===== src/hdl/egkf_pkg.sv =====
// ----------------------------------------------------------------------------
// egkf_pkg
// Shared types and constants of the elevation grid height fusion block.
// ----------------------------------------------------------------------------
package egkf_pkg;

	// divider operand widths: 64-bit dividend, 33-bit divisor
	localparam int NUM_W = 64;
	localparam int DEN_W = 33;

	// configuration register indexes
	typedef enum logic [2:0] {
		CFG_ORIGIN_X  = 3'd0,
		CFG_ORIGIN_Y  = 3'd1,
		CFG_CELL_LOG2 = 3'd2,
		CFG_MIN_VAR   = 3'd3,
		CFG_MAX_VAR   = 3'd4,
		CFG_MIN_PVAR  = 3'd5,
		CFG_GATE_THR  = 3'd6
	} cfg_reg_t;

	// result status codes
	typedef enum logic [2:0] {
		ST_INIT    = 3'd0,
		ST_FUSED   = 3'd1,
		ST_GATED   = 3'd2,
		ST_OUTSIDE = 3'd3,
		ST_SWEPT   = 3'd4
	} status_t;

	// control sequencer states
	typedef enum logic [3:0] {
		S_CLEAR,
		S_IDLE,
		S_LOOK,
		S_GATE1,
		S_GATE2,
		S_DIVA,
		S_DIVB,
		S_DIVC,
		S_DIVD,
		S_SWEEP,
		S_SWEND,
		S_DONE
	} state_t;

	// one cell of the grid store
	typedef struct packed {
		logic        valid;
		logic [31:0] height;
		logic [31:0] variance;
	} cell_word_t;

endpackage


===== src/hdl/egkf_div.sv =====
// ----------------------------------------------------------------------------
// egkf_div
// Restoring unsigned divider, one quotient bit per cycle.
// ----------------------------------------------------------------------------
module egkf_div
	import egkf_pkg::*;
(
	input  logic             clk,
	input  logic             arst_n,
	input  logic             start,
	input  logic [NUM_W-1:0] num,
	input  logic [DEN_W-1:0] den,
	output logic             done,
	output logic [NUM_W-1:0] quo
);

	localparam int CNT_W = $clog2(NUM_W);

	logic             busy_q;
	logic [CNT_W-1:0] cnt_q;
	logic [DEN_W-1:0] rem_q;
	logic [DEN_W-1:0] den_q;
	logic [DEN_W:0]   trial;
	logic             fits;

	// shift in the next dividend bit and try a subtract
	assign trial = {rem_q, quo[NUM_W-1]};
	assign fits  = trial >= {1'b0, den_q};

	// control
	always_ff @(posedge clk or negedge arst_n) begin
		if (!arst_n) begin
			busy_q <= 1'b0;
			done   <= 1'b0;
			cnt_q  <= '0;
		end else begin
			done <= 1'b0;
			if (start) begin
				busy_q <= 1'b1;
				cnt_q  <= CNT_W'(NUM_W - 1);
			end else if (busy_q) begin
				cnt_q <= cnt_q - 1'b1;
				if (cnt_q == '0) begin
					busy_q <= 1'b0;
					done   <= 1'b1;
				end
			end
		end
	end

	// datapath
	always_ff @(posedge clk) begin
		if (start) begin
			rem_q <= '0;
			den_q <= den;
			quo   <= num;
		end else if (busy_q) begin
			if (fits) begin
				rem_q <= DEN_W'(trial - {1'b0, den_q});
			end else begin
				rem_q <= trial[DEN_W-1:0];
			end
			quo <= {quo[NUM_W-2:0], fits};
		end
	end

endmodule


===== config.mk =====
export PLATFORM = sky130hd
export DESIGN_NAME = egkf_div
export DESIGN_NICKNAME = d
export VERILOG_FILES = /design/src/hdl/egkf_pkg.sv /design/src/hdl/egkf_div.sv
export SDC_FILE = /design/constraint.sdc
export NUM_CORES = 1
export LEC_CHECK = 0
export ABC_AREA = 1
export BUFFER_PORTS_ARGS = -buffer_cell sky130_fd_sc_hd__buf_2
export CORE_MARGIN = 2
export CORE_UTILIZATION = 42
export CTS_CLUSTER_SIZE = 12
export DETAILED_ROUTE_END_ITERATION = 6
export PLACE_DENSITY = 0.64
export SLEW_MARGIN = 10
export SYNTH_ARGS = -nofsm -noshare
export SYNTH_HDL_FRONTEND = slang
export SYNTH_SLANG_ARGS = --single-unit

===== constraint.sdc =====
create_clock -name clk -period 3.6 [get_ports clk]
set_clock_uncertainty 0.15 [all_clocks]
set_input_delay 0.72 -clock clk [delete_from_list [all_inputs] [get_ports clk]]
set_output_delay 0.72 -clock clk [all_outputs]
set_load 0.05 [all_outputs]

==> impl_summary.txt, run 1 <==
----------------------------------------------------
[Synthesis]
  EDFF count, synth ... 97
  Warnings from Yosys ... 0
  Cells after synthesis ... around 1200
  Register bit total from synthesis ... 138
  Async set-or-reset flop fraction in the synthesized netlist ... 0.0580
  Mean instance size in the synthesized netlist ... 7.37 sq um
  Post-synth net total ... 1296
  Cell area after technology mapping ... 0.00855 sq mm
  Most repeated cell in the gate-level netlist after synthesis ... nand2_1
  Cell taking the most area after synthesis ... edfxtp_1
  Number of distinct library cell variants in the gate-level netlist after synthesis ... 40
  Commonest cells in the netlist ... 506 x nand2_1, 182 x inv_1, 97 x edfxtp_1
  Yosys top cell area share ... 0.341
  Flip-flop cell with the highest count after synthesis ... edfxtp_1
  Portion of the post-synthesis area used by sequential elements ... 0.441
  Cells taking the most area after synthesis ... edfxtp_1 34%, nand2_1 22%, inv_1 8.0%, dfxtp_1 7.7%, ha_1 5.1%

[Layout]
  Total Nets Final ... 1456
  Layout-stage area growth over the synthesis result ... 19.2%
  Final non-filler cell total ... 1603
  Final std cell area, no fill ... 0.0102 sq mm
  Fraction of layout instances using a drive strength above 1 ... 0.194
  Number of antenna diodes ... 0

[Worst setup path]
  Arrival time worst endpoint ... just under 3 ns
  Reg-to-Reg End ... rem_q[14]
  Reg-to-Reg Start ... quo[63]
  Max Fanout on Critical Path ... 36
  Reg2reg path depth ... 13
  CP Data Required Time ... approximately 3.8 ns
  Worst setup slack for register-to-register paths ... 0.92 ns
  Launching instance or port of the critical path ... quo[63]
  Kind of end point of the critical path ... register
  Startpoint type of the worst setup path ... register
  Kind of critical path ... register to register
  Crit path to ... rem_q[14]

[Detailed routing]
  DRC errors left ... 0
  Post-DRT Antenna Nets ... 0
  First-pass detailed-route iteration total ... 5
  Number of DRC violations after detailed-routing iteration 0 ... 457
  Total wire length ... approximately 22000 um
  Via count ... roughly 7600
  Via density ... 4.73
  Wire length per cell ... 13.9 um

[Placed design]
  Cell area after placement ... 0.00960 sq mm
  Placed Instances ... 1570
  Worst slack, placed ... 0.954 ns
  Buffers added on ports ... 164
  Routability-driven placement congestion ratio ... 0.948
  Half-perimeter wire length of the detailed placement result ... approximately 16000 um

[Global route]
  Global-route wire length before repair ... 36600 um
  Initial antenna violation count ... 0
  Most used routing layer ... met2
  Met3 global-route usage ... 0.0538
  Via count of the first global-routing pass ... 7319
  Total global routing overflow ... 0
  Global Route Usage Sum ... 0.212
  Maximum number of pins on one net before global-route repair ... 67
  Met1 track demand over resource ... 0.282
  Global-route track usage on met2 ... 0.341

[STA]
  Measured slew at the worst slew-check pin ... 1.10 ns
  Number of failing setup endpoints in the final timing report ... 0
  Sum Neg Setup Slack ... 0 ns
  Setup repair after global routing missed its margin ... no
  Final Critical Period ... 2.68 ns
  Hold WS ... 0.312 ns
  Slew Limit Fails ... 0
  Final worst-path cycle share ... 0.745
  Relative slew slack ... 0.267
  Final worst slack ... 0.918 ns
  Maximum frequency from static timing analysis ... 373 MHz
  Count of endpoints failing hold in the final timing report ... 0

[Clocking]
  Clock transition time at the flip-flop clock pins of the worst setup and hold paths ... 0.08 ns
  Num Clock Sinks ... approximately 140
  Total CTS buffers ... 17
  Clock tree from TritonCTS ... yes
  H-Tree Depth ... 4
  Count of instances resized after the clock tree is built ... 0
  Deepest clock path buffer count ... 2
  Master cell of the clock root buffer ... clkbuf_16
  Clock latency on the worst-skew pair ... approximately 0.43 ns

[Die]
  Die width ... between 100 and 150 um
  Starting density of the core ... 0.425
  Core footprint ... 0.0201 sq mm
  Chip Height ... about 150 um
  Count of pins on the block boundary ... about 170
  Num rows ... 52
  Total Die Area ... 0.0215 sq mm

[Hold path]
  Hold Path Class ... primary input to register

[Flow run]
  Reported max-cap violation count ... 0

[Power and ir drop]
  Peak supply drop ... 0.000323 V
  Power Density ... 720 mW/mm^2
  Standby leakage power ... roughly 0.0055 uW

[Outcome]
  Run status ... finished, final reports clean

----------------------------------------------------
==> per-layer routing <==
layer,vias to the layer above,share of wire
met3,25,0.069
met5,-,0
met4,0,0.016
met1,3410,0.46
li1,3925,-
met2,230,0.45
==> worst max-delay path, stage by stage (launching register included) <==
cell	delay, ns
edfxtp_1	0.38
inv_1	0.09
ha_1	0.14
inv_1	0.06
fa_1	0.45
nand3_2	0.11
nand3_2	0.12
nand2_2	0.10
nand2_2	0.07
nand2_4	0.36
nand2_8	0.27
nand2_1	0.13
nand3_1	0.07
o21ai_1	0.08
==> worst min-delay path by stage <==
| stage | start | endpoint | cells past startpoint |
|---|---|---|---|
| global placement | rem_q[23] | rem_q[23] | 2 |
| detailed placement | rem_q[11] | rem_q[11] | 2 |
| global route | den[0] | den_q[0] | 1 |
| CTS | den[24] | den_q[24] | 1 |
| floorplan | arst_n | busy_q | 0 |
| finish | den[24] | den_q[24] | 1 |
==> cell usage in the layout, fill, tap and decap left out, types with 6 or more instances in the layout <==
| cell type | instances |
|---|---|
| a21oi_1 | 24 |
| and2_1 | 8 |
| buf_2 | 163 |
| buf_4 | 6 |
| clkbuf_16 | 17 |
| dfrtp_1 | 8 |
| dfxtp_1 | 33 |
| edfxtp_1 | 97 |
| ha_1 | 35 |
| inv_1 | 180 |
| inv_2 | 9 |
| inv_6 | 6 |
| nand2_1 | 506 |
| nand2_2 | 14 |
| nand3_1 | 78 |
| nand3_2 | 10 |
| nand3b_1 | 13 |
| nand4_1 | 9 |
| nor2_1 | 40 |
| nor2_2 | 12 |
| o21ai_0 | 6 |
| o21ai_1 | 10 |
| xnor2_1 | 14 |
==> kinds of logic after synthesis <==
group / synth area share
flip-flops: 0.441
AND/OR/NAND/NOR: 0.355
adder cells (fa/ha/maj): 0.0536
buffers and inverters: 0.104
AO/OA/AOI/OAI: 0.0306
XOR/XNOR: 0.0154
==> per-stage QoR <==
step                      power [uW]   util
after global routing            7920  0.507
after detailed placement        5590  0.477
final                           7340  0.507
after CTS                       7370  0.507
after floorplan                 4910      -
after global placement          5560  0.477
==> power by group <==
group          switching, uW  internal, uW  leakage, uW
Sequential               177          1990      0.00138
Combinational           2260          1160      0.00384
Clock                    807           945     0.000289
==> registers in the layout (all words and copies together) (netlist names) <==
name    count
quo        64
den_q      33
rem_q      33
cnt_q       6
busy_q      1
done        1
==> layout make-up <==
cell class / instances / area, sq um
clock buffers: 18 / 439
clock inverters: 14 / 143
fillers: 1980 / 9920
inverters: 190 / 713
multi-input cells: 802 / 3890
flip-flops and latches: 138 / 3770
well taps: 270 / 338
repair buffers: 171 / 891
==> what timing repair did <==
action	CTS	global route
endpoints found under the setup margin	0	0
endpoints found under the hold margin	8	0
buffers inserted	0	0
hold buffers	1	0
Note: power is estimated with default switching activity, not from simulation.
==> inputs of run 2 (changes only) <==
--- a/config.mk
+++ b/config.mk
@@ -11,7 +11,7 @@
 export CORE_UTILIZATION = 42
 export CTS_CLUSTER_SIZE = 12
 export DETAILED_ROUTE_END_ITERATION = 6
-export PLACE_DENSITY = 0.64
+export PLACE_DENSITY = 0.67
 export SLEW_MARGIN = 10
 export SYNTH_ARGS = -nofsm -noshare
 export SYNTH_HDL_FRONTEND = slang
==> constraint.sdc (replaced) <==
create_clock -name clk -period 2.33 [get_ports clk]
set_clock_uncertainty 0.15 [all_clocks]
set_input_delay 0.466 -clock clk [delete_from_list [all_inputs] [get_ports clk]]
set_output_delay 0.466 -clock clk [all_outputs]
set_load 0.05 [all_outputs]
==> run 2 against run 1 <==
Against the previous run: worst hold slack worse by 0.25 ns; register-to-register slack worse by 0.86 ns; highest routed layer is now met5; final cell count increased by 2.2%; total power is 78% higher; wire length is 7.2% higher; sequential share of layout area is 3.2 points lower; critical path type unchanged.
==> impl_summary.txt, run 2 (synthesis results as in run 1) <==
----------------------------------------------------
[STA]
  Slew Limit Fails ... 0
  Count of endpoints failing hold in the final timing report ... 0
  Final Critical Period ... roughly 2.3 ns
  Setup repair after global routing missed its margin ... yes
  Hold WS ... roughly 0.065 ns
  Number of failing setup endpoints in the final timing report ... 0
  Maximum frequency from static timing analysis ... 440 MHz
  Measured slew at the worst slew-check pin ... 0.419 ns
  Final worst slack ... 0.0575 ns
  Relative slew slack ... 0.721
  Final worst-path cycle share ... 0.975

[Layout]
  Total Nets Final ... between 1000 and 1500
  Max FFs per register ... 64
  Leading cell type in the layout, fill and taps excluded ... nand2_1
  Largest registers ... quo (64), den_q (33), rem_q (33)
  Fraction of layout instances using a drive strength above 1 ... 0.263
  Final non-filler cell total ... 1638
  Fill cell total of the finished layout ... 1879
  Layout-stage area growth over the synthesis result ... 30.5%
  Number of antenna diodes ... 0
  Largest register by flop count ... quo
  Highest-count cells in the layout ignoring fill and taps ... 485 x nand2_1, 178 x inv_1, 163 x buf_2, 97 x edfxtp_1, 72 x nand3_1

[Die]
  Core footprint ... about 0.020 sq mm
  Num rows ... 52
  Total Die Area ... between 0.02 and 0.025 sq mm
  Count of pins on the block boundary ... 165
  Die width ... around 150 um
  Starting density of the core ... 0.425
  Chip Height ... 147 um

[Clocking]
  Clock latency on the worst-skew pair ... between 0.4 and 0.5 ns
  Master cell of the clock root buffer ... clkbuf_16
  Clock transition time at the flip-flop clock pins of the worst setup and hold paths ... 0.06 ns
  Num Clock Sinks ... 138
  Clock tree from TritonCTS ... yes
  H-Tree Depth ... 4
  Deepest clock path buffer count ... 2
  Total CTS buffers ... 17

[Global route]
  Maximum number of pins on one net before global-route repair ... 67
  Via count of the first global-routing pass ... between 7000 and 8000
  Global Route Usage Sum ... 0.217
  Most used routing layer ... met2
  Met1 track demand over resource ... 0.288
  Global-route track usage on met2 ... 0.354
  Initial antenna violation count ... 1
  Global-route wire length before repair ... approximately 37000 um
  Met3 global-route usage ... 0.0488
  Total global routing overflow ... 0

[Worst setup path]
  Kind of end point of the critical path ... register
  Arrival time worst endpoint ... 2.48 ns
  Max Fanout on Critical Path ... 6
  Launching instance or port of the critical path ... quo[63]
  Reg-to-Reg Start ... quo[63]
  CP Data Required Time ... 2.54 ns
  Kind of critical path ... register to register
  Startpoint type of the worst setup path ... register

[Power and ir drop]
  Internal Pwr Total ... between 7000 and 8000 uW
  Standby leakage power ... 0.00579 uW
  Power Density ... 1170 mW/mm^2
  Reg power frac ... 0.264
  Switching share of power ... 0.423
  Peak supply drop ... between 0.0006 and 0.0007 V
  Combinational cell fraction of total power ... 0.514
  Clock network fraction of total power ... 0.222
  Switching power of the nets ... 5520 uW

[Outcome]
  Run status ... finished, final reports clean

[Placed design]
  Buffers added on ports ... 164
  Worst slack, placed ... 0.00281 ns
  Placed Instances ... ~1600
  Half-perimeter wire length of the detailed placement result ... 17300 um
  Routability-driven placement congestion ratio ... 0.923

[Detailed routing]
  Wire length per cell ... 14.5 um
  First-pass detailed-route iteration total ... 5
  Number of DRC violations after detailed-routing iteration 0 ... 567
  Via density ... 4.81
  Post-DRT Antenna Nets ... 0
  Via count ... 7882
  Total wire length ... approximately 24000 um
  DRC errors left ... 0

[Hold path]
  Start point of the worst min-delay path ... den[10]
  Hold Path Class ... primary input to register

[Flow run]
  Reported max-cap violation count ... 0

----------------------------------------------------
[run 2: worst max-delay path: stages (launching register included)]
cell,delay (ns)
edfxtp_1,0.39
inv_2,0.10
ha_4,0.13
inv_2,0.05
fa_2,0.39
nand3_2,0.08
nand3_2,0.09
nand2_2,0.11
nand2_4,0.08
nand2_8,0.12
nand2_8,0.10
clkbuf_16,0.18
nand2_2,0.05
nand3_1,0.08
o21ai_1,0.09
[run 2: final timing paths]
kind | to | slack [ns] | depth (start not counted)
max | rem_q[4] | 0.06 | 14
min in group asynchronous | cnt_q[3] | 0.27 | 2
min reg2reg | rem_q[31] | 0.33 | 2
max reg2reg | rem_q[4] | 0.06 | 14
min | den_q[10] | 0.07 | 1
max in group asynchronous | cnt_q[0] | 1.58 | 2
[run 2: per-stage QoR]
stage	area, sq um	TNS [ns]	power [uW]	util
3_5_place_dp	9860	0	9130	0.491
4_1_cts	10500	0	12100	0.522
5_1_grt	11200	-0.207	13900	0.555
3_3_place_gp	9860	0	9050	0.491
6_report	11200	0	13000	0.555
2_1_floorplan	8560	-1.55	7590	-
[run 2: cell type report]
class / count / area, sq um / area share
Inverter: 190 / 713 / 0.0639
Sequential cell: 138 / 3770 / 0.338
Timing Repair Buffer: 206 / 1340 / 0.120
Multi-Input combinational cell: 802 / 4380 / 0.393
Tap cell: 270 / 338 / 0.0303
Clock inverter: 14 / 184 / 0.0165
Clock buffer: 18 / 429 / 0.0385
[run 2: power groups by stage]
stage               Clock (uW)  Sequential [uW]  Combinational (uW)
finish                    2890             3440                6710
global route              3040             3500                7400
CTS                       2940             3350                5760
detailed placement           0             3390                5740
global placement             0             3390                5670
floorplan                    0             3710                3880
[run 2: metal layers]
metal  vias to the layer above  wire, um
met5                         -        13
met4                         2       457
met3                        28      1570
met2                       240     10900
met1                      3623     10900
li1                       3989         -
[run 2: repair_timing]
item | 4_1_cts | 5_1_grt
pin swaps | 0 | 21
gates resized for setup | 2 | 101
hold endpoints to repair | 8 | 0
setup endpoints to repair | 2 | 34
cloned | 0 | 4
buffers inserted | 0 | 6
hold buffers | 1 | 0
==> inputs of run 3 (changes only) <==
--- a/config.mk
+++ b/config.mk
@@ -5,14 +5,13 @@
 export SDC_FILE = /design/constraint.sdc
 export NUM_CORES = 1
 export LEC_CHECK = 0
-export ABC_AREA = 1
 export BUFFER_PORTS_ARGS = -buffer_cell sky130_fd_sc_hd__buf_2
-export CORE_MARGIN = 2
 export CORE_UTILIZATION = 42
 export CTS_CLUSTER_SIZE = 12
 export DETAILED_ROUTE_END_ITERATION = 6
-export PLACE_DENSITY = 0.67
+export PLACE_DENSITY = 0.68
 export SLEW_MARGIN = 10
 export SYNTH_ARGS = -nofsm -noshare
 export SYNTH_HDL_FRONTEND = slang
 export SYNTH_SLANG_ARGS = --single-unit
+export TNS_END_PERCENT = 30
==> run 3 against run 2 <==
Against the previous run: clock power about the same; worst hold slack worse by 0.0030 ns; sequential cell count unchanged; largest power group is now sequential cells; global-route usage decreased by 1.9 points; die area decreased by 16%; combinational power fell by 82%; the run now ends with negative setup slack left.
==> impl_summary.txt, run 3 <==
----------------------------------------------------
[Layout]
  Area taken by flip-flops and latches ... 0.00377 sq mm
  Max FFs per register ... 64
  Number of antenna diodes ... 0
  Fill cell total of the finished layout ... ~1400
  Fraction of layout instances using a drive strength above 1 ... 0.443
  Layout-stage area growth over the synthesis result ... 37.1%
  Leading cell type in the layout, fill and taps excluded ... buf_2
  Total Nets Final ... 1065
  Highest-count cells in the layout ignoring fill and taps ... 163 x buf_2, 122 x buf_4, 97 x edfxtp_1, 67 x nor2_1, 65 x mux2_2
  Largest register by flop count ... quo
  Largest registers ... quo (64), den_q (33), rem_q (33)
  Area of the multi-input gates ... roughly 0.0034 sq mm
  Final core utilization ... 0.586

[Synthesis]
  Portion of the post-synthesis area used by sequential elements ... 0.512
  Warnings from Yosys ... 0
  Number of distinct library cell variants in the gate-level netlist after synthesis ... 66
  Mean instance size in the synthesized netlist ... about 11 sq um
  Cells after synthesis ... 647
  Post-synth net total ... 783
  Yosys top cell area share ... 0.395
  Commonest cells in the netlist ... 97 x edfxtp_1, 67 x nor2_1, 65 x mux2_2
  Cells taking the most area after synthesis ... edfxtp_1 40%, mux2_2 9.9%, dfxtp_1 9.0%, ha_1 5.9%, nor2_1 3.4%
  Flip-flop cell with the highest count after synthesis ... edfxtp_1
  Cell area after technology mapping ... approximately 0.0074 sq mm
  Most repeated cell in the gate-level netlist after synthesis ... edfxtp_1
  EDFF count, synth ... 97
  Register bit total from synthesis ... 138
  Async set-or-reset flop fraction in the synthesized netlist ... 0.0580
  Cell taking the most area after synthesis ... edfxtp_1

[Die]
  Count of pins on the block boundary ... 165
  Core footprint ... 0.0172 sq mm
  Die width ... roughly 130 um
  Num rows ... 48
  Chip Height ... between 100 and 150 um
  Total Die Area ... roughly 0.018 sq mm
  Starting density of the core ... 0.428

[STA]
  Relative slew slack ... 0.621
  Final worst slack ... -0.571 ns
  Number of failing setup endpoints in the final timing report ... 34
  Sum Neg Setup Slack ... -16.20 ns
  Setup repair after global routing missed its margin ... yes
  Hold WS ... 0.0624 ns
  Final worst-path cycle share ... 1.25
  Measured slew at the worst slew-check pin ... roughly 0.56 ns
  Maximum frequency from static timing analysis ... ~340 MHz
  Slew Limit Fails ... 0
  Count of endpoints failing hold in the final timing report ... 0
  Final Critical Period ... between 2 and 3 ns

[Detailed routing]
  Via count ... roughly 6000
  Number of DRC violations after detailed-routing iteration 0 ... about 240
  First-pass detailed-route iteration total ... 4
  Via density ... 5.03
  Post-DRT Antenna Nets ... 0
  Wire length per cell ... roughly 15 um
  Total wire length ... 17200 um
  DRC errors left ... 0

[Clocking]
  Total CTS buffers ... 17
  Clock tree from TritonCTS ... yes
  Num Clock Sinks ... 138
  Clock transition time at the flip-flop clock pins of the worst setup and hold paths ... 0.06 ns
  H-Tree Depth ... 4
  Master cell of the clock root buffer ... clkbuf_16
  Clock latency on the worst-skew pair ... 0.43 ns
  Deepest clock path buffer count ... 2

[Hold path]
  Hold Path Class ... primary input to register

[Flow run]
  Reported max-cap violation count ... 0

[Global route]
  Global Route Usage Sum ... 0.198
  Via count of the first global-routing pass ... ~5800
  Maximum number of pins on one net before global-route repair ... 64
  Total global routing overflow ... 0
  Initial antenna violation count ... 0
  Global-route wire length before repair ... 27800 um

[Worst setup path]
  Max Fanout on Critical Path ... 14
  CP Data Required Time ... 2.51 ns
  Arrival time worst endpoint ... 3.09 ns
  Kind of end point of the critical path ... register
  Startpoint type of the worst setup path ... register
  Kind of critical path ... register to register

[Outcome]
  Run status ... complete, but fails checks
  Violated checks ... negative setup slack

[Placed design]
  Half-perimeter wire length of the detailed placement result ... 12600 um
  Buffers added on ports ... between 150 and 200
  Routability-driven placement congestion ratio ... 0.824

[Power and ir drop]
  Peak supply drop ... 0.000517 V
  Standby leakage power ... 0.00470 uW
  Power Density ... 692 mW/mm^2

----------------------------------------------------
## run 3: final timing paths
| path | start | to | slack [ns] | cells after the start |
|---|---|---|---|---|
| max in group asynchronous | arst_n | busy_q | 1.58 | 2 |
| min reg2reg | rem_q[28] | rem_q[28] | 0.36 | 2 |
| min in group asynchronous | arst_n | cnt_q[5] | 0.26 | 2 |
| max | quo[63] | rem_q[9] | -0.57 | 13 |
| max reg2reg | quo[63] | rem_q[9] | -0.57 | 13 |
| min | den[25] | den_q[25] | 0.06 | 1 |
## run 3: per-layer routing
| layer | vias up | global-route usage | routed length [um] |
|---|---|---|---|
| met3 | 19 | 0.0578 | 1080 |
| met4 | 0 | 0.0737 | 265 |
| met2 | 142 | 0.331 | 8340 |
| li1 | 2942 | - | - |
| met1 | 2770 | 0.241 | 7570 |
| met5 | - | 0 | 0 |
## run 3: final cells by class
cell class,instances,share of cell area
flip-flops and latches,138,0.374
multi-input cells,436,0.337
repair buffers,291,0.182
clock buffers,17,0.0421
well taps,225,0.0279
clock inverters,15,0.0199
inverters,45,0.0167
## run 3: what timing repair did
action / 4_1_cts / 5_1_grt
pin swaps: 10 / 5
hold endpoints to repair: 8 / 0
setup endpoints to repair: 34 / 34
resized for setup: 10 / 11
hold buffers: 1 / 0
setup buffers: 3 / 1
## run 3: worst max-delay path, cell delays in order, from the launching register on
cell      delay, ns
edfxtp_1       0.35
inv_1          0.05
ha_2           0.18
inv_2          0.05
fa_2           0.22
a21oi_4        0.06
o211ai_2       0.18
a211oi_2       0.10
o211a_1        0.24
nor2_4         0.20
o21ai_4        0.08
buf_12         0.15
or4_1          0.53
a311oi_2       0.25
## run 3: per-stage QoR
step	cells	worst slack (ns)	total power [uW]	instance area, sq um
floorplan	647	-0.697	3720	7380
CTS	1166	-0.568	7040	10000
detailed placement	1130	-0.591	4130	9340
global route	1167	-0.723	7240	10100
global placement	1130	-0.536	4120	9340
finish	1167	-0.571	7000	10100
## run 3: power breakdown
part | switching [uW] | internal (uW)
Sequential | 78.0 | 2820
Clock | 1170 | 1730
Combinational | 761 | 439
## run 3: cells by family (layout without fill, tap and decap cells)
group	count (synthesis)	count (layout)	synth area share
AO/OA/AOI/OAI	146	146	0.135
AND/OR/NAND/NOR	143	143	0.0940
flip-flops	138	138	0.512
multiplexers	80	80	0.120
buffers and inverters	73	368	0.0401
adder cells (fa/ha/maj)	36	36	0.0621
XOR/XNOR	31	31	0.0368
